$ cat config.mk
export PLATFORM = sky130hd
export DESIGN_NAME = telnet_aware_hangul_noise_filter
export DESIGN_NICKNAME = d
export VERILOG_FILES = /design/src/thnf_pkg.sv /design/src/thnf_front.sv /design/src/thnf_queue.sv /design/src/thnf_back.sv /design/src/telnet_aware_hangul_noise_filter.sv
export SDC_FILE = /design/constraint.sdc
export NUM_CORES = 1
export LEC_CHECK = 0
export ABC_AREA = 1
export BUFFER_PORTS_ARGS = -buffer_cell sky130_fd_sc_hd__buf_4
export CAP_MARGIN = 10
export CORE_UTILIZATION = 55
export DETAILED_ROUTE_END_ITERATION = 8
export PLACE_DENSITY = 0.73
export SYNTH_ARGS = -nofsm -noshare
export SYNTH_HDL_FRONTEND = slang
export SYNTH_SLANG_ARGS = --single-unit
$ cat constraint.sdc
create_clock -name clk -period 4.35 [get_ports clk]
set_clock_uncertainty 0.2 [all_clocks]
set_input_delay 0.87 -clock clk [delete_from_list [all_inputs] [get_ports clk]]
set_output_delay 0.87 -clock clk [all_outputs]
set_load 0.02 [all_outputs]
$ cat src/thnf_pkg.sv
// Shared types and constants of the telnet-aware Hangul noise filter.
// Used by the front, queue and back modules and by the top level.
// Depends on nothing.
package thnf_pkg;

    // Saturating byte counter width and width of the count port
    localparam int COUNT_BITS  = 16;
    localparam int OUT_COUNT_W = 16;

    // Action queue between front and back (depth is a power of two)
    localparam int ACT_DEPTH = 4;
    localparam int ACT_PTR_W = $clog2(ACT_DEPTH);

    // Byte classes
    localparam logic [7:0] BYTE_IAC       = 8'd255;
    localparam logic [7:0] LEAD_MIN       = 8'd160;
    localparam logic [7:0] LEAD_MAX       = 8'd200;
    localparam logic [7:0] TRAIL_MAX      = 8'd254;
    localparam logic [7:0] OPT_CMD_MIN    = 8'd251;
    localparam logic [7:0] OPT_CMD_MAX    = 8'd254;
    localparam logic [7:0] TEXT_MIN       = 8'h20;
    localparam logic [7:0] TEXT_MAX       = 8'h7e;
    localparam logic [7:0] CHAR_NL        = 8'h0a;
    localparam logic [7:0] CHAR_CR        = 8'h0d;
    localparam logic [7:0] CHAR_TAB       = 8'h09;
    localparam logic [7:0] CMD_MIN_RESET  = 8'd236;

    typedef logic [COUNT_BITS-1:0]  count_t;
    typedef logic [COUNT_BITS:0]    count_sum_t;
    typedef logic [OUT_COUNT_W-1:0] count_out_t;
    typedef logic [ACT_PTR_W-1:0]   act_ptr_t;
    typedef logic [ACT_PTR_W:0]     act_fill_t;

    localparam count_t COUNT_MAX = '1;

    // One classified input byte: up to two bytes to emit, then an optional end word
    typedef struct packed {
        logic [1:0] nbytes;
        logic [7:0] b0;
        logic [7:0] b1;
        logic       has_end;
        count_out_t count;
    } act_t;

endpackage

$ cat src/thnf_front.sv
// Front part: classifies each input byte and tracks lead/IAC/option mode.
// Holds the cmd_min register and the saturating byte counter.
// Depends on thnf_pkg.
module thnf_front (
    input  logic                clk,
    input  logic                rst_n,
    input  logic                cfg_valid,
    input  logic [7:0]          cfg_data,
    input  logic                push,
    input  logic [7:0]          in_byte,
    input  logic                in_last,
    input  logic                q_full,
    output logic                q_wr,
    output thnf_pkg::act_t      q_data
);

    typedef enum logic [1:0] {
        MODE_READY,
        MODE_LEAD,
        MODE_IAC,
        MODE_OPTION
    } mode_t;

    mode_t            mode_reg, mode_next;
    logic [7:0]       held_reg, held_next;
    logic [7:0]       cmd_min_reg;
    thnf_pkg::count_t count_reg, count_next;

    logic             accept;
    logic             as_ready;
    logic             is_text;
    logic [1:0]       nb;
    logic [7:0]       b0, b1;
    thnf_pkg::count_sum_t count_sum;
    thnf_pkg::count_t     count_sat;

    assign accept = push && !q_full;

    // Printable ASCII, newline, carriage return, tab
    assign is_text = (in_byte >= thnf_pkg::TEXT_MIN && in_byte <= thnf_pkg::TEXT_MAX)
                  || in_byte == thnf_pkg::CHAR_NL || in_byte == thnf_pkg::CHAR_CR
                  || in_byte == thnf_pkg::CHAR_TAB;

    // Classify the byte against the current mode
    always_comb
    begin
        mode_next = mode_reg;
        held_next = held_reg;
        nb        = 2'd0;
        b0        = 8'd0;
        b1        = 8'd0;
        as_ready  = 1'b0;
        case (mode_reg)
            MODE_LEAD:
            begin
                if (in_byte == thnf_pkg::BYTE_IAC)
                begin
                    held_next = thnf_pkg::BYTE_IAC;
                    mode_next = MODE_IAC;
                end
                else if (in_byte >= thnf_pkg::LEAD_MIN && in_byte <= thnf_pkg::TRAIL_MAX)
                begin
                    nb        = 2'd2;
                    b0        = held_reg;
                    b1        = in_byte;
                    mode_next = MODE_READY;
                end
                else if (is_text)
                begin
                    nb        = 2'd1;
                    b0        = in_byte;
                    mode_next = MODE_READY;
                end
            end
            MODE_IAC:
            begin
                if (in_byte >= cmd_min_reg)
                begin
                    nb = 2'd2;
                    b0 = thnf_pkg::BYTE_IAC;
                    b1 = in_byte;
                    if (in_byte >= thnf_pkg::OPT_CMD_MIN && in_byte <= thnf_pkg::OPT_CMD_MAX)
                        mode_next = MODE_OPTION;
                    else
                        mode_next = MODE_READY;
                end
                else
                begin
                    // Drop the 255 and reprocess the byte from ready
                    mode_next = MODE_READY;
                    as_ready  = 1'b1;
                end
            end
            MODE_OPTION:
            begin
                nb        = 2'd1;
                b0        = in_byte;
                mode_next = MODE_READY;
            end
            default:
            begin
                as_ready = 1'b1;
            end
        endcase

        if (as_ready)
        begin
            if (in_byte == thnf_pkg::BYTE_IAC)
            begin
                held_next = thnf_pkg::BYTE_IAC;
                mode_next = MODE_IAC;
            end
            else if (is_text)
            begin
                nb = 2'd1;
                b0 = in_byte;
            end
            else if (in_byte >= thnf_pkg::LEAD_MIN && in_byte <= thnf_pkg::LEAD_MAX)
            begin
                held_next = in_byte;
                mode_next = MODE_LEAD;
            end
        end
    end

    // Advance the saturating count by the bytes emitted
    always_comb
    begin
        count_sum = thnf_pkg::count_sum_t'(count_reg) + thnf_pkg::count_sum_t'(nb);
        if (count_sum > thnf_pkg::count_sum_t'(thnf_pkg::COUNT_MAX))
            count_sat = thnf_pkg::COUNT_MAX;
        else
            count_sat = thnf_pkg::count_t'(count_sum);
        count_next = in_last ? '0 : count_sat;
    end

    // Build the action word for the queue
    always_comb
    begin
        q_data.nbytes  = nb;
        q_data.b0      = b0;
        q_data.b1      = b1;
        q_data.has_end = in_last;
        q_data.count   = thnf_pkg::count_out_t'(count_sat);
        q_wr           = accept && (nb != 2'd0 || in_last);
    end

    // Hold mode, held byte, count and cmd_min
    always_ff @(posedge clk or negedge rst_n)
    begin
        if (!rst_n)
        begin
            mode_reg    <= MODE_READY;
            held_reg    <= 8'd0;
            count_reg   <= '0;
            cmd_min_reg <= thnf_pkg::CMD_MIN_RESET;
        end
        else
        begin
            if (cfg_valid)
                cmd_min_reg <= cfg_data;
            if (accept)
            begin
                count_reg <= count_next;
                if (in_last)
                begin
                    mode_reg <= MODE_READY;
                    held_reg <= 8'd0;
                end
                else
                begin
                    mode_reg <= mode_next;
                    held_reg <= held_next;
                end
            end
        end
    end

endmodule

$ cat src/thnf_queue.sv
// Short action queue between the front and back parts.
// Depends on thnf_pkg.
module thnf_queue (
    input  logic           clk,
    input  logic           rst_n,
    input  logic           wr_en,
    input  thnf_pkg::act_t wr_data,
    output logic           full,
    input  logic           rd_en,
    output logic           rd_valid,
    output thnf_pkg::act_t rd_data
);

    thnf_pkg::act_t      mem_reg [thnf_pkg::ACT_DEPTH];
    thnf_pkg::act_ptr_t  wr_ptr_reg, rd_ptr_reg;
    thnf_pkg::act_fill_t fill_reg;

    logic do_wr, do_rd;

    assign full     = (fill_reg == thnf_pkg::act_fill_t'(thnf_pkg::ACT_DEPTH));
    assign rd_valid = (fill_reg != '0);
    assign rd_data  = mem_reg[rd_ptr_reg];
    assign do_wr    = wr_en && !full;
    assign do_rd    = rd_en && rd_valid;

    // Store incoming actions
    always_ff @(posedge clk)
    begin
        if (do_wr)
            mem_reg[wr_ptr_reg] <= wr_data;
    end

    // Advance pointers and fill level
    always_ff @(posedge clk or negedge rst_n)
    begin
        if (!rst_n)
        begin
            wr_ptr_reg <= '0;
            rd_ptr_reg <= '0;
            fill_reg   <= '0;
        end
        else
        begin
            if (do_wr)
                wr_ptr_reg <= wr_ptr_reg + thnf_pkg::act_ptr_t'(1);
            if (do_rd)
                rd_ptr_reg <= rd_ptr_reg + thnf_pkg::act_ptr_t'(1);
            if (do_wr && !do_rd)
                fill_reg <= fill_reg + thnf_pkg::act_fill_t'(1);
            else if (do_rd && !do_wr)
                fill_reg <= fill_reg - thnf_pkg::act_fill_t'(1);
        end
    end

endmodule

$ cat src/thnf_back.sv
// Back part: expands each action into result words, one per cycle while the
// receiver keeps popping, into a single output register. Depends on thnf_pkg.
module thnf_back (
    input  logic                 clk,
    input  logic                 rst_n,
    input  logic                 q_valid,
    input  thnf_pkg::act_t       q_data,
    output logic                 q_rd,
    output logic                 empty,
    input  logic                 pop,
    output logic [7:0]           out_byte,
    output logic                 run_last,
    output logic                 msg_end,
    output thnf_pkg::count_out_t out_count
);

    thnf_pkg::act_t       cur_reg;
    logic                 cur_valid_reg;
    logic [1:0]           idx_reg;
    logic                 out_valid_reg;
    logic [7:0]           out_byte_reg;
    logic                 run_last_reg;
    logic                 msg_end_reg;
    thnf_pkg::count_out_t out_count_reg;

    logic [1:0] total;
    logic       load, step, finish, fetch;
    logic       is_end;

    assign total  = cur_reg.nbytes + {1'b0, cur_reg.has_end};
    assign load   = !out_valid_reg || pop;
    assign step   = cur_valid_reg && load;
    assign finish = step && (idx_reg == total - 2'd1);
    assign fetch  = q_valid && (!cur_valid_reg || finish);
    assign q_rd   = fetch;
    assign is_end = (idx_reg >= cur_reg.nbytes);

    assign empty     = !out_valid_reg;
    assign out_byte  = out_byte_reg;
    assign run_last  = run_last_reg;
    assign msg_end   = msg_end_reg;
    assign out_count = out_count_reg;

    // Walk the current action one word at a time
    always_ff @(posedge clk or negedge rst_n)
    begin
        if (!rst_n)
        begin
            cur_valid_reg <= 1'b0;
            idx_reg       <= 2'd0;
        end
        else if (fetch)
        begin
            cur_valid_reg <= 1'b1;
            idx_reg       <= 2'd0;
        end
        else if (finish)
        begin
            cur_valid_reg <= 1'b0;
        end
        else if (step)
        begin
            idx_reg <= idx_reg + 2'd1;
        end
    end

    // Latch the next action
    always_ff @(posedge clk)
    begin
        if (fetch)
            cur_reg <= q_data;
    end

    // Hold the result word until it is popped
    always_ff @(posedge clk or negedge rst_n)
    begin
        if (!rst_n)
            out_valid_reg <= 1'b0;
        else if (step)
            out_valid_reg <= 1'b1;
        else if (pop)
            out_valid_reg <= 1'b0;
    end

    always_ff @(posedge clk)
    begin
        if (step)
        begin
            run_last_reg <= (idx_reg == total - 2'd1);
            msg_end_reg  <= is_end;
            if (is_end)
            begin
                out_byte_reg  <= 8'd0;
                out_count_reg <= cur_reg.count;
            end
            else
            begin
                out_byte_reg  <= (idx_reg == 2'd0) ? cur_reg.b0 : cur_reg.b1;
                out_count_reg <= '0;
            end
        end
    end

endmodule

$ cat src/telnet_aware_hangul_noise_filter.sv
// Telnet-aware Hangul noise filter, top level.
// Instantiates thnf_front, thnf_queue and thnf_back; depends on thnf_pkg.
//
// Usage:
//   Input queue port: drive in_byte/in_last and raise push; the word is taken
//   at a clock edge with push high and full low. One byte is taken per cycle
//   while the action queue (4 entries) has room.
//   Result queue port: while empty is low, out_byte/run_last/msg_end/out_count
//   show the oldest result word; pop high at a clock edge takes it.
//   Each input byte yields zero, one or two byte words, plus an end word with
//   the saturated byte count when in_last is set; run_last marks the last word
//   an input caused.
//   Flow: an emitting byte is written to the action queue, latched into the
//   back part's current action and then into the output register. The back
//   part sends one result word per cycle while the receiver pops; an input
//   makes at most 3 words. Inputs arrive at one per cycle as long as the queue absorbs the burst.
//   Configuration: cmd_min is written at an edge with cfg_valid high;
//   cfg_ready is always high. Write it only while the block is idle.
//   Reset: rst_n low clears mode, held byte, count and all queues, and sets
//   cmd_min to 236. When the receiver stalls, the result word holds, the
//   queue fills and full rises; no word is lost.
module telnet_aware_hangul_noise_filter (
    input  logic        clk,
    input  logic        rst_n,
    input  logic        cfg_valid,
    output logic        cfg_ready,
    input  logic [7:0]  cfg_data,
    input  logic        push,
    output logic        full,
    input  logic [7:0]  in_byte,
    input  logic        in_last,
    output logic        empty,
    input  logic        pop,
    output logic [7:0]  out_byte,
    output logic        run_last,
    output logic        msg_end,
    output logic [15:0] out_count
);

    thnf_pkg::act_t wr_act, rd_act;
    logic           q_wr, q_rd, q_valid, q_full;

    assign cfg_ready = 1'b1;
    assign full      = q_full;

    // Classify input bytes
    thnf_front u_front (
        .clk       (clk),
        .rst_n     (rst_n),
        .cfg_valid (cfg_valid),
        .cfg_data  (cfg_data),
        .push      (push),
        .in_byte   (in_byte),
        .in_last   (in_last),
        .q_full    (q_full),
        .q_wr      (q_wr),
        .q_data    (wr_act)
    );

    // Buffer actions between the two parts
    thnf_queue u_queue (
        .clk      (clk),
        .rst_n    (rst_n),
        .wr_en    (q_wr),
        .wr_data  (wr_act),
        .full     (q_full),
        .rd_en    (q_rd),
        .rd_valid (q_valid),
        .rd_data  (rd_act)
    );

    // Expand actions into result words
    thnf_back u_back (
        .clk       (clk),
        .rst_n     (rst_n),
        .q_valid   (q_valid),
        .q_data    (rd_act),
        .q_rd      (q_rd),
        .empty     (empty),
        .pop       (pop),
        .out_byte  (out_byte),
        .run_last  (run_last),
        .msg_end   (msg_end),
        .out_count (out_count)
    );

endmodule

After elaboration in Yosys (flattened, before gate mapping) --
Memories as Yosys holds them, arrays and structs flattened. A register that Yosys moved wholly into a read port is not among the register bits. Index checks and enable logic that the tools add are counted.
Storage, ports and cells: register bits after elaboration 71, RAM bits 140, bits of input ports 22, output and inout bits 29, word-level logic and storage cells 129, memories 1
Operators by class: add/subtract/negate cells 8, order comparisons 9, eq/ne operators 10, mux-type cells 54, reductions and logical operators 33
Memory list:
- u_queue.mem_reg | words 4, width 35, read ports 1, clocked after memory_dff 1, wr ports 1, RTL line thnf_queue.sv:14 | thnf_pkg::act_t mem_reg [thnf_pkg::ACT_DEPTH];
Operators by type and width (number):
- 2-to-1 mux 8 bit | 18
- 2-to-1 mux 2 bit | 19
- 2-to-1 mux 16 bit | 2
- equality test 8 x 4 -> 1 bit (second input constant) | 3
- one-hot mux 8 bit (3 select lines) | 1
- adder 16 x 2 -> 17 bit | 1
- greater-than comparator 17 x 16 -> 1 bit (second input constant) | 1
- greater-or-equal comparator 8 bit (second input constant) | 2
- less-or-equal comparator 8 bit (second input constant) | 2
- one-hot mux 8 bit (2 select lines) | 1
- logical AND 1 bit | 13
- one-hot mux 2 bit (3 select lines) | 2
- nonzero test 2 bit | 5
- equality test 8 bit (second input constant) | 1
- greater-or-equal comparator 8 x 6 -> 1 bit (second input constant) | 1
- greater-or-equal comparator 8 bit | 1
- less-or-equal comparator 8 x 7 -> 1 bit (second input constant) | 1
- 2-to-1 mux 1 bit | 8
- adder 2 x 1 -> 2 bit (second input constant) | 3
- logical OR 1 bit | 6
- 2-to-1 mux 3 bit | 2
- zero test 1 bit | 5
- equality test 2 bit (second input constant) | 2
- adder 3 x 1 -> 3 bit (second input constant) | 1
- 13 further kinds | 13

Logic depth before layout (Yosys ltp) --
Gate-level depths: netlist of the first run.
depth after elaboration 20, gate-level depth with buffers 26, gate-level depth less buffers 24

Hierarchy --
From an unflattened synthesis of the first run, not the netlist that was laid out.
Second synthesis, totals: cells, all modules 1033, area total of the unflattened synthesis 11466.0 µm²
By module, submodules not included:
- thnf_queue | times used 1, cells an instance 468, area an instance 6309.8 µm², sequential area each 4379.2 µm²
- thnf_front | times used 1, cells an instance 391, area an instance 2711.4 µm², sequential area each 857.1 µm²
- thnf_back | times used 1, cells an instance 172, area an instance 2433.6 µm², sequential area each 1931.9 µm²
- telnet_aware_hangul_noise_filter | times used 1, cells an instance 2, area an instance 11.3 µm², sequential area each 0.0 µm²

Worst setup path before layout of the first run --
OpenSTA, ideal clock, no wires.
path type input to register, start in in_byte[0], end mem u_queue.mem_reg[0][0] in the netlist's numbering (enable), library setup time 0.427 ns, arrival 3.493 ns, data required time 3.723 ns, slack 0.230 ns, cell stages on the path 16, path buffers 1, cells stage by stage buf_2 -> inv_2 -> ha_1 -> inv_1 -> nand2_1 -> nand2_1 -> nand2_1 -> nand2_1 -> nand2_1 -> nand3_1 -> nand2_2 -> nand2_2 -> nand2_4 -> nand2_1 -> o21bai_4 -> nor2_1
On the way: longest elaborated chain between the ends 18, elaborated cells between the ends (all ways) 30, classes of those cells order compare: 5; eq/ne: 4; mux: 12; reduce/logical: 9
RTL lines:
- start, declared | RTL line telnet_aware_hangul_noise_filter.sv:30 | input logic [7:0] in_byte,
- greater-or-equal comparator 8 x 6 -> 1 bit or less-or-equal comparator 8 x 7 -> 1 bit (tied branches) | RTL line thnf_front.sv:40 | assign is_text = (in_byte >= thnf_pkg::TEXT_MIN && in_byte <= thnf_pkg::TEXT_MAX)
- logical AND 1 bit | RTL line thnf_front.sv:40
- logical OR 1 bit (2 in a row) | RTL line thnf_front.sv:41 | || in_byte == thnf_pkg::CHAR_NL || in_byte == thnf_pkg::CHAR_CR
- logical OR 1 bit | RTL line thnf_front.sv:42 | || in_byte == thnf_pkg::CHAR_TAB;
- 2-to-1 mux 1 bit | RTL line thnf_front.sv:68 | else if (is_text)
- 2-to-1 mux 2 bit | RTL line thnf_front.sv:61 | else if (in_byte >= thnf_pkg::LEAD_MIN && in_byte <= thnf_pkg::TRAIL_MAX)
- 2-to-1 mux 2 bit | RTL line thnf_front.sv:56 | if (in_byte == thnf_pkg::BYTE_IAC)
- one-hot mux 2 bit (3 select lines) | RTL line thnf_front.sv:53 | case (mode_reg)
- 2-to-1 mux 2 bit | RTL line thnf_front.sv:113 | else if (is_text)
- 2-to-1 mux 2 bit | RTL line thnf_front.sv:108 | if (in_byte == thnf_pkg::BYTE_IAC)
- 2-to-1 mux 2 bit (*) | RTL line thnf_front.sv:106 | if (as_ready)
- nonzero test 2 bit (*) | RTL line thnf_front.sv:145 | q_wr = accept && (nb != 2'd0 || in_last);
- logical OR 1 bit (*) | RTL line thnf_front.sv:145
- logical AND 1 bit (*) | RTL line thnf_front.sv:145
- logical AND 1 bit (*) | RTL line thnf_queue.sv:23 | assign do_wr = wr_en && !full;
- 2-to-1 mux 1 bit (*) | RTL line thnf_queue.sv:29 | if (do_wr)
- 2-to-1 mux 1 bit (implied by the code) (*) | RTL line thnf_queue.sv:30 | mem_reg[wr_ptr_reg] <= wr_data;
- end, declared | RTL line thnf_queue.sv:14
Every way passes the cells marked *; elsewhere a longest branch is shown, timed or not.

Worst setup path in the final report of the first run --
start reg u_front.cmd_min_reg[7], end reg u_front.count_reg[6]
On the way: elaborated cells between the ends (all ways) 12, classes of those cells add/sub: 1; order compare: 2; mux: 9
RTL lines:
- start, declared | RTL line thnf_front.sv:26 | logic [7:0] cmd_min_reg;
- start signal, assigned | RTL line thnf_front.sv:156 | cmd_min_reg <= thnf_pkg::CMD_MIN_RESET;
- start signal, assigned | RTL line thnf_front.sv:161 | cmd_min_reg <= cfg_data;
- greater-or-equal comparator 8 bit (*) | RTL line thnf_front.sv:77 | if (in_byte >= cmd_min_reg)
- 2-to-1 mux 1 bit (*) | RTL line thnf_front.sv:77
- one-hot mux 1 bit (2 select lines) (*) | RTL line thnf_front.sv:53
- 2-to-1 mux 2 bit (*) | RTL line thnf_front.sv:106
- net u_front.nb[0] | RTL line thnf_front.sv:32 | logic [1:0] nb;
- adder 16 x 2 -> 17 bit (*) | RTL line thnf_front.sv:129 | count_sum = thnf_pkg::count_sum_t'(count_reg) + thnf_pkg::count_sum_t'(nb);
- greater-than comparator 17 x 16 -> 1 bit | RTL line thnf_front.sv:130 | if (count_sum > thnf_pkg::count_sum_t'(thnf_pkg::COUNT_MAX))
- 2-to-1 mux 16 bit (*) | RTL line thnf_front.sv:130
- net u_front.count_sat[6] | RTL line thnf_front.sv:35 | thnf_pkg::count_t count_sat;
- 2-to-1 mux 16 bit (*) | RTL line thnf_front.sv:134 | count_next = in_last ? '0 : count_sat;
- end signal, assigned | RTL line thnf_front.sv:164 | count_reg <= count_next;
- end, declared | RTL line thnf_front.sv:27 | thnf_pkg::count_t count_reg, count_next;
The timed path passes the listed nets; every way through them passes the cells marked *. A chain may end at the register's enable or synchronous reset.

==> results.json, run 1 <==
{
  "worstSetupStartpointType": "flip-flop",
  "end_kind": "flip-flop",
  "cts_hold_buf": 0,
  "grt_pass1_vias": 6794,
  "ant_nets": 0,
  "finalInstanceArea_mm2": 0.0123,
  "path_max_fanout": 10,
  "drc_errors": 0,
  "clkTransAtPathRegs_ns": 0.06,
  "cts_tree": "built",
  "grtUsageTotal": 0.226,
  "layout_commonest_cell": "edfxtp_1",
  "cp.required_ns": 4.60,
  "syn_avg_cell_area_um2": 11.0,
  "syn_nets": 1030,
  "status": "finished clean",
  "clockBufferDepth": 3,
  "combPwrFrac": 0.331,
  "finalSetupViolations": 0,
  "max_cap_violations": 0,
  "clkPwrFrac": 0.228,
  "syn2layout_area_growth_pct": 13.8,
  "die_h_um": 142,
  "hold_class": "in -> async",
  "r2r-start": "u_front.cmd_min_reg[7]",
  "fin_crit_sh": 0.908,
  "slew_headroom": 0.363,
  "post_cts_buffers": 0,
  "rsz0062_at_grt": "no",
  "maxSlewViolCount": 0,
  "nNetsFinal": 1089,
  "p_leak_nw": 5.03,
  "clock-root-buffer": "clkbuf_16",
  "pwr_density_cell_mw_per_mm2": 671,
  "max_freq_ghz": 0.253,
  "synth_cells": 983,
  "antenna_found_initial": 0,
  "hold_viol": 0,
  "fin_crit_ns": 3.95,
  "core_area_mm2": 0.0190,
  "final_util": 0.647,
  "synth_edf_count": 201,
  "fin_ws_ns": 0.401,
  "wl_um": 21800,
  "peakVddDrop_mv": 0.291,
  "ys_ff_latch": 246,
  "netlist_area_mm2": 0.0108,
  "synth_ff_type": "edfxtp_1",
  "io_buffers": 49,
  "worstSkewPairLatency_ns": 0.52,
  "drt_first_pass_iters": 5,
  "largest_reg_flops": 140,
  "routedWlPerCell_um": 16.6,
  "die_w_um": 142,
  "rrSetupSlack_ns": 0.40,
  "first_iter_violations": 701,
  "power_switching_mw": 2.91,
  "num_rows": 50,
  "placed_area_mm2": 0.0116,
  "gr-total-overflow": 0,
  "p_int_mw": 5.35,
  "tightest_slew_ns": 0.954,
  "layout-drive-gt1-share": 0.140,
  "ys_types": 42,
  "power_frac_seq": 0.440,
  "place.gp.congestion": 0.955,
  "r2r_cells": 21,
  "grt_pass1_wl_um": 35000,
  "cts-htree-levels": 1,
  "cts_buffers": 25,
  "diodes": 0,
  "ioPinCount": 51,
  "async_flop_share": 0.183,
  "r2r_end": "u_front.count_reg[6]",
  "dieArea_mm2": 0.0202,
  "place_ws_ns": 0.0152,
  "switching_share": 0.353,
  "grt_start_max_net_pins": 72,
  "final_cell_mix": "edfxtp_1, nand2_1, o21ai_0",
  "arrival_ns": 4.20,
  "synth_warnings": 0,
  "clkSinkCount": 246,
  "hpwl_um": 14200,
  "critPathKind": "reg -> reg",
  "finalSetupTns_ns": 0,
  "total_power_mw": 8.26,
  "cts-resized-gates": 0,
  "vias": 7172,
  "start_util": 0.569,
  "synth-seq-area-share": 0.662,
  "viasPerCell": 5.44
}
worst max path at each step:
stage,start,endpoint,depth (start not counted),slack (ns)
after global routing,u_front.cmd_min_reg[7],u_front.count_reg[8],20,0.11
after floorplan,in_byte[0],u_queue.mem_reg[0][0],16,0.23
final,u_front.cmd_min_reg[7],u_front.count_reg[6],21,0.40
after CTS,u_front.cmd_min_reg[7],u_front.count_reg[6],21,0.41
after global placement,in_byte[7],u_front.count_reg[10],21,0.18
after detailed placement,in_byte[5],u_front.count_reg[11],22,0.02
power by group through the flow:
stage	Combinational (mW)	Sequential, mW	Clock, mW
floorplan	1.68	3.82	0
global placement	2.67	3.67	0
detailed placement	2.73	3.68	0
CTS	2.75	3.64	1.91
global route	3.06	3.69	2.00
finish	2.74	3.64	1.89
cell usage after synthesis (all sizes together), types with 4 or more instances:
cell type  instances  area (um^2)
edfxtp           201         6040
nand2            199          810
o21ai            115          576
nor2             111          439
inv               96          360
dfrtp             40         1000
o22ai             36          225
nand3             35          198
a21oi             29          145
clkbuf            28          105
ha                23          288
nor3              12         71.3
xor2              12          105
buf               11         65.1
nand4              8         50.1
dfstp              5          131
xnor2              5         43.8
or2                4         25.0
routing by layer:
metal | part of all wire | track usage | wire, um | vias up
li1 | - | - | - | 3486
met1 | 0.44 | 0.316 | 9620 | 3398
met2 | 0.47 | 0.370 | 10300 | 258
met3 | 0.070 | 0.0299 | 1540 | 30
met4 | 0.016 | 0.0707 | 356 | 0
met5 | 0 | 0 | 0 | -
logic make-up (layout without fill, tap and decap cells):
| logic type | Yosys count | after routing | share of synthesized area |
|---|---|---|---|
| compound gates | 183 | 183 | 0.0904 |
| xor+xnor | 17 | 17 | 0.0138 |
| fa+ha+maj | 25 | 25 | 0.0303 |
| buf+inv | 136 | 212 | 0.0494 |
| flops | 246 | 246 | 0.662 |
| mux | 2 | 2 | 0.00208 |
| other cells | 1 | 1 | 0.000346 |
| simple gates | 373 | 373 | 0.151 |
final cells by class:
| class | instances | area [um^2] |
|---|---|---|
| clock buffer | 31 | 648 |
| sequential | 246 | 7170 |
| clock inverter | 13 | 66.3 |
| fill | 1488 | 6710 |
| multi-input combinational | 601 | 3160 |
| inverter | 97 | 364 |
| tap | 260 | 325 |
| timing repair buffer | 71 | 583 |
critical path, cell delays in order (launching register included):
cell,delay (ns)
dfstp_2,0.52
inv_1,0.06
ha_1,0.30
a21o_1,0.19
nor2_1,0.09
nand3_1,0.15
nand2_2,0.14
nand3_4,0.08
nand2_4,0.06
ha_1,0.16
inv_1,0.06
fa_1,0.44
nor3_4,0.25
nand4_1,0.15
inv_2,0.09
nand2_1,0.07
nor2_2,0.10
nand3_2,0.19
buf_4,0.24
nand2_1,0.14
nand2_1,0.10
nand2_1,0.08
per-stage QoR:
stage / instances / hold slack, ns
global placement: 1275 / 0.268
floorplan: 983 / 0.255
global route: 1319 / 0.250
detailed placement: 1275 / 0.281
finish: 1319 / 0.192
CTS: 1319 / 0.209
Note: power is estimated with default switching activity, not from simulation.
==> run 2: changes to the inputs <==
Settings changed: CORE_UTILIZATION 55 to 61, PLACE_DENSITY 0.73 to 0.79.
==> run 2 against run 1 <==
Wire length down 0.50%. Flip-flop and latch count unchanged. Highest routed layer unchanged. Count of clock-buffer cells in the layout increased by 3. Global-route usage rose by 2.1 points. Critical path depth increased by 1. Cell area is essentially flat. Register-to-register slack better by 0.02 ns. Sequential power is 1% higher. Maximum frequency increased by 0.39%. Die area decreased by 9.7%.
==> results.json, run 2 (synthesis gave the netlist of run 1 again) <==
{
  "status": "finished clean",
  "drt_first_pass_iters": 7,
  "finalInstanceArea_mm2": 0.0123,
  "num_rows": 48,
  "maxSlewViolCount": 0,
  "wl_um": 21700,
  "diodes": 0,
  "cts-resized-gates": 0,
  "fin_crit_sh": 0.904,
  "tightest_slew_ns": 0.944,
  "grtUsageTotal": 0.247,
  "hold_class": "in -> async",
  "slew_headroom": 0.370,
  "viasPerCell": 5.66,
  "gr-total-overflow": 0,
  "grt_pass1_wl_um": 34700,
  "fillerInstances": 1197,
  "pwr_density_cell_mw_per_mm2": 687,
  "place_ws_ns": -0.0357,
  "p_leak_nw": 5.05,
  "die_w_um": 135,
  "clkTransAtPathRegs_ns": 0.06,
  "hpwl_um": 14200,
  "path_max_fanout": 10,
  "io_buffers": 49,
  "ioPinCount": 51,
  "ant_nets": 0,
  "final_cell_mix": "edfxtp_1, nand2_1, o21ai_0",
  "cts_buffers": 25,
  "critPathKind": "reg -> reg",
  "switching_share": 0.345,
  "worstSkewPairLatency_ns": 0.50,
  "core_area_mm2": 0.0173,
  "arrival_ns": 4.17,
  "post_cts_buffers": 0,
  "max_cap_violations": 0,
  "routedWlPerCell_um": 16.9,
  "clockBufferDepth": 3,
  "power_switching_mw": 2.91,
  "cts_tree": "built",
  "hold_viol": 0,
  "largest_reg_flops": 140,
  "die_h_um": 135,
  "nNetsFinal": 1088,
  "clkSinkCount": 246,
  "layout-drive-gt1-share": 0.140,
  "clkPwrFrac": 0.249,
  "power_frac_seq": 0.437,
  "first_iter_violations": 642,
  "fin_crit_ns": 3.93,
  "antenna_found_initial": 0,
  "p_int_mw": 5.54,
  "cts-htree-levels": 1,
  "layout_commonest_cell": "edfxtp_1",
  "grt_pass1_vias": 6933,
  "rsz0062_at_grt": "no",
  "total_power_mw": 8.46,
  "fin_ws_ns": 0.416,
  "cp.required_ns": 4.59,
  "drc_errors": 0,
  "worstSetupStartpointType": "flip-flop",
  "finalSetupViolations": 0,
  "cts_hold_buf": 0,
  "combPwrFrac": 0.315,
  "placed_area_mm2": 0.0115,
  "max_freq_ghz": 0.254,
  "syn2layout_area_growth_pct": 13.7,
  "grt_start_max_net_pins": 46,
  "end_kind": "flip-flop",
  "dieArea_mm2": 0.0183,
  "vias": 7266,
  "clock-root-buffer": "clkbuf_16",
  "peakVddDrop_mv": 0.419,
  "start_util": 0.626,
  "place.gp.congestion": 0.949
}
==> run 2: final timing paths <==
kind | from | end | slack (ns) | cells past startpoint
min in group clk | u_back.cur_valid_reg | u_back.out_valid_reg | 0.29 | 2
setup / recovery | u_front.cmd_min_reg[5] | u_front.count_reg[11] | 0.42 | 22
setup reg to reg | u_front.cmd_min_reg[5] | u_front.count_reg[11] | 0.42 | 22
max in group asynchronous | rst_n | u_queue.rd_ptr_reg[0] | 3.25 | 1
hold / removal | rst_n | u_front.count_reg[10] | 0.20 | 1
hold reg to reg | u_back.cur_valid_reg | u_back.out_valid_reg | 0.29 | 2
==> run 2: per-stage QoR <==
| step | hold slack [ns] | cells | utilization | TNS (ns) |
|---|---|---|---|---|
| after floorplan | 0.255 | 983 | - | 0 |
| after global placement | 0.270 | 1239 | 0.665 | 0 |
| after detailed placement | 0.285 | 1239 | 0.665 | -0.182 |
| after CTS | 0.220 | 1284 | 0.712 | 0 |
| after global routing | 0.262 | 1284 | 0.712 | 0 |
| final | 0.202 | 1284 | 0.712 | 0 |
==> run 2: final cells by class <==
class | count | area [um^2] | share of cell area
sequential | 246 | 7170 | 0.582
tap | 225 | 282 | 0.0229
clock buffer | 34 | 669 | 0.0544
multi-input combinational | 601 | 3140 | 0.255
timing repair buffer | 70 | 551 | 0.0447
inverter | 97 | 364 | 0.0296
clock inverter | 11 | 140 | 0.0114
==> run 2: power by group through the flow <==
stage | Sequential, mW | Clock (mW) | Combinational (mW)
after global routing | 3.75 | 2.21 | 2.97
final | 3.69 | 2.10 | 2.66
after CTS | 3.70 | 2.12 | 2.67
after global placement | 3.71 | 0 | 2.57
after detailed placement | 3.74 | 0 | 2.65
after floorplan | 3.82 | 0 | 1.68
==> run 2: critical path, stage by stage, from the launching register on <==
cell     delay (ns)
dfstp_2        0.52
inv_1          0.05
ha_1           0.28
a21oi_1        0.13
nor2_1         0.05
nor2_1         0.08
nand3_1        0.12
nand2_2        0.14
nand3_4        0.09
nand2_4        0.12
ha_1           0.19
inv_1          0.06
fa_1           0.44
nor3_4         0.26
nand4_1        0.16
inv_2          0.10
nand2_1        0.07
nor2_2         0.10
nand3_2        0.19
buf_4          0.24
nand2_1        0.14
nand2_1        0.08
nand2_1        0.08
==> run 2: metal layers <==
| metal | share of wire | track usage | up-vias |
|---|---|---|---|
| met3 | 0.076 | 0.0303 | 48 |
| met5 | 0 | 0 | - |
| met2 | 0.48 | 0.411 | 312 |
| met1 | 0.42 | 0.344 | 3433 |
| met4 | 0.023 | 0.0762 | 0 |
| li1 | - | - | 3473 |
==> run 3: changes to the inputs <==
Settings changed: CORE_UTILIZATION 61 to 64, CTS_BUF_LIST set to sky130_fd_sc_hd__clkbuf_2, PLACE_DENSITY 0.79 to 0.83.
==> run 3 against run 2 <==
Non-clock buffer count is 1 lower. Largest power group unchanged. Global-route usage is 1.0 points higher. Maximum frequency is 0.17% lower. Cell count is 4.3% higher.
==> results.json, run 3 (synthesis gave the netlist of run 1 again) <==
{
  "hold_ws_ns": 0.111,
  "tightest_slew_ns": 0.931,
  "crit_chain": "inv_1 > ha_1 > a21o_1 > nor2_1 > nand3_1 > nand2_2 > nand3_4 > nand2_4 > ha_1 > inv_1 > fa_1 > nor3_4 > nand4_1 > inv_2 > nand2_1 > nor2_2 > nand3_2 > o21ai_0",
  "arrival_ns": 4.27,
  "start_util": 0.655,
  "layout_commonest_cell": "edfxtp_1",
  "antenna_found_initial": 1,
  "path_max_fanout": 15,
  "slowest_delay_ns": 0.53,
  "rsz0062_at_grt": "no",
  "worstSkewPairLatency_ns": 0.80,
  "viasPerCell": 5.53,
  "total_power_mw": 7.83,
  "hold_start": "cfg_data[6]",
  "crit_slowest_cell": "dfstp_2",
  "routedWlPerCell_um": 16.0,
  "cts_tree": "built",
  "drc_errors": 0,
  "post_cts_buffers": 0,
  "grt_pass1_wl_um": 34700,
  "p_leak_nw": 5.08,
  "clkSinkCount": 246,
  "cts-resized-gates": 0,
  "hpwl_um": 14100,
  "drt_first_pass_iters": 7,
  "hold_viol": 0,
  "gr-total-overflow": 0,
  "cts-htree-levels": 2,
  "clockBufferDepth": 3,
  "core_area_mm2": 0.0165,
  "pwr_density_cell_mw_per_mm2": 651,
  "largest_reg_flops": 140,
  "vias": 7398,
  "io_buffers": 49,
  "die_h_um": 132,
  "ioPinCount": 51,
  "nNetsFinal": 1118,
  "grt_pass1_vias": 7064,
  "clock-root-buffer": "clkbuf_2",
  "worstSetupStartpointType": "flip-flop",
  "grt_start_max_net_pins": 53,
  "num_rows": 47,
  "peakVddDrop_mv": 0.356,
  "dieArea_mm2": 0.0174,
  "clkTransAtPathRegs_ns": 0.11,
  "cts_hold_buf": 1,
  "grtUsageTotal": 0.258,
  "end_kind": "flip-flop",
  "slew_headroom": 0.379,
  "max_freq_ghz": 0.254,
  "syn2layout_area_growth_pct": 11.2,
  "finalSetupViolations": 0,
  "status": "finished clean",
  "wl_um": 21400,
  "layout-drive-gt1-share": 0.182,
  "ant_nets": 0,
  "cts_buffers": 56,
  "fin_crit_ns": 3.94,
  "maxSlewViolCount": 0,
  "place.gp.congestion": 0.967,
  "die_w_um": 132,
  "critPathLaunch": "u_front.cmd_min_reg[7]",
  "r2r-start": "u_front.cmd_min_reg[7]",
  "crit_family": "simple AND/OR/NAND/NOR gates",
  "critPathKind": "reg -> reg",
  "first_iter_violations": 763,
  "final_cell_mix": "edfxtp_1, nand2_1, o21ai_0",
  "hold_class": "in -> reg",
  "max_cap_violations": 0,
  "critPathBufInv": 3,
  "fin_crit_sh": 0.906,
  "cp.required_ns": 4.68
}
==> run 3: changes by cell type in the layout (fill, tap and decap cells not counted), sizes merged <==
| cell | previous run | this run |
|---|---|---|
| dlygate4sd3 | 0 | 1 |
| clkinvlp | 3 | 0 |
| buf | 70 | 68 |
| inv | 97 | 98 |
| clkinv | 5 | 23 |
| clkbuf | 34 | 79 |
| bufinv | 3 | 2 |
| diode | 0 | 1 |
==> run 3: final timing paths <==
path                            cells past startpoint  slack, ns                endpoint
worst min-delay path                                3       0.11  u_front.cmd_min_reg[6]
worst min register to register                      2       0.30     u_back.out_count[6]
worst max-delay path                               18       0.41   u_queue.mem_reg[1][8]
max in group asynchronous                           2       2.97  u_front.cmd_min_reg[4]
min in group asynchronous                           2       0.45       u_back.idx_reg[1]
worst max register to register                     18       0.41   u_queue.mem_reg[1][8]
==> run 3: worst min-delay path: stages <==
cell     delay (ns)
buf_4          0.08
nand2_1        0.04
o21ai_0        0.06
==> run 3: layer usage <==
layer  track usage  part of all wire  vias to the layer above
met3        0.0519             0.072                       37
met4        0.0950             0.018                        0
met2         0.434              0.49                      317
met1         0.334              0.42                     3472
met5             0                 0                        -
li1              -                 -                     3572
==> run 3: area by class of cell <==
class | instances | area [um^2]
repair buffers | 69 | 520
flip-flops and latches | 246 | 7170
fillers | 1109 | 4490
multi-input cells | 601 | 3140
well taps | 220 | 275
diodes | 1 | 2.50
inverters | 97 | 364
clock buffers | 79 | 395
clock inverters | 26 | 169
==> run 3: through the flow <==
| stage | setup WS [ns] | TNS (ns) | cell area (um^2) | cells | util |
|---|---|---|---|---|---|
| 6_report | 0.410 | 0 | 12000 | 1339 | 0.728 |
| 5_1_grt | 0.109 | 0 | 12000 | 1339 | 0.728 |
| 4_1_cts | 0.425 | 0 | 12000 | 1338 | 0.728 |
| 3_5_place_dp | -0.0336 | -0.126 | 11500 | 1232 | 0.693 |
| 3_3_place_gp | 0.0864 | 0 | 11500 | 1232 | 0.693 |
| 2_1_floorplan | 0.230 | 0 | 10800 | 983 | - |
==> run 3: where the power goes <==
| group | leakage, nW | internal [mW] | switching [mW] | total [mW] |
|---|---|---|---|---|
| clock | 0.419 | 0.627 | 0.882 | 1.51 |
| sequential | 2.45 | 3.44 | 0.232 | 3.67 |
| combinational | 2.21 | 0.834 | 1.81 | 2.65 |
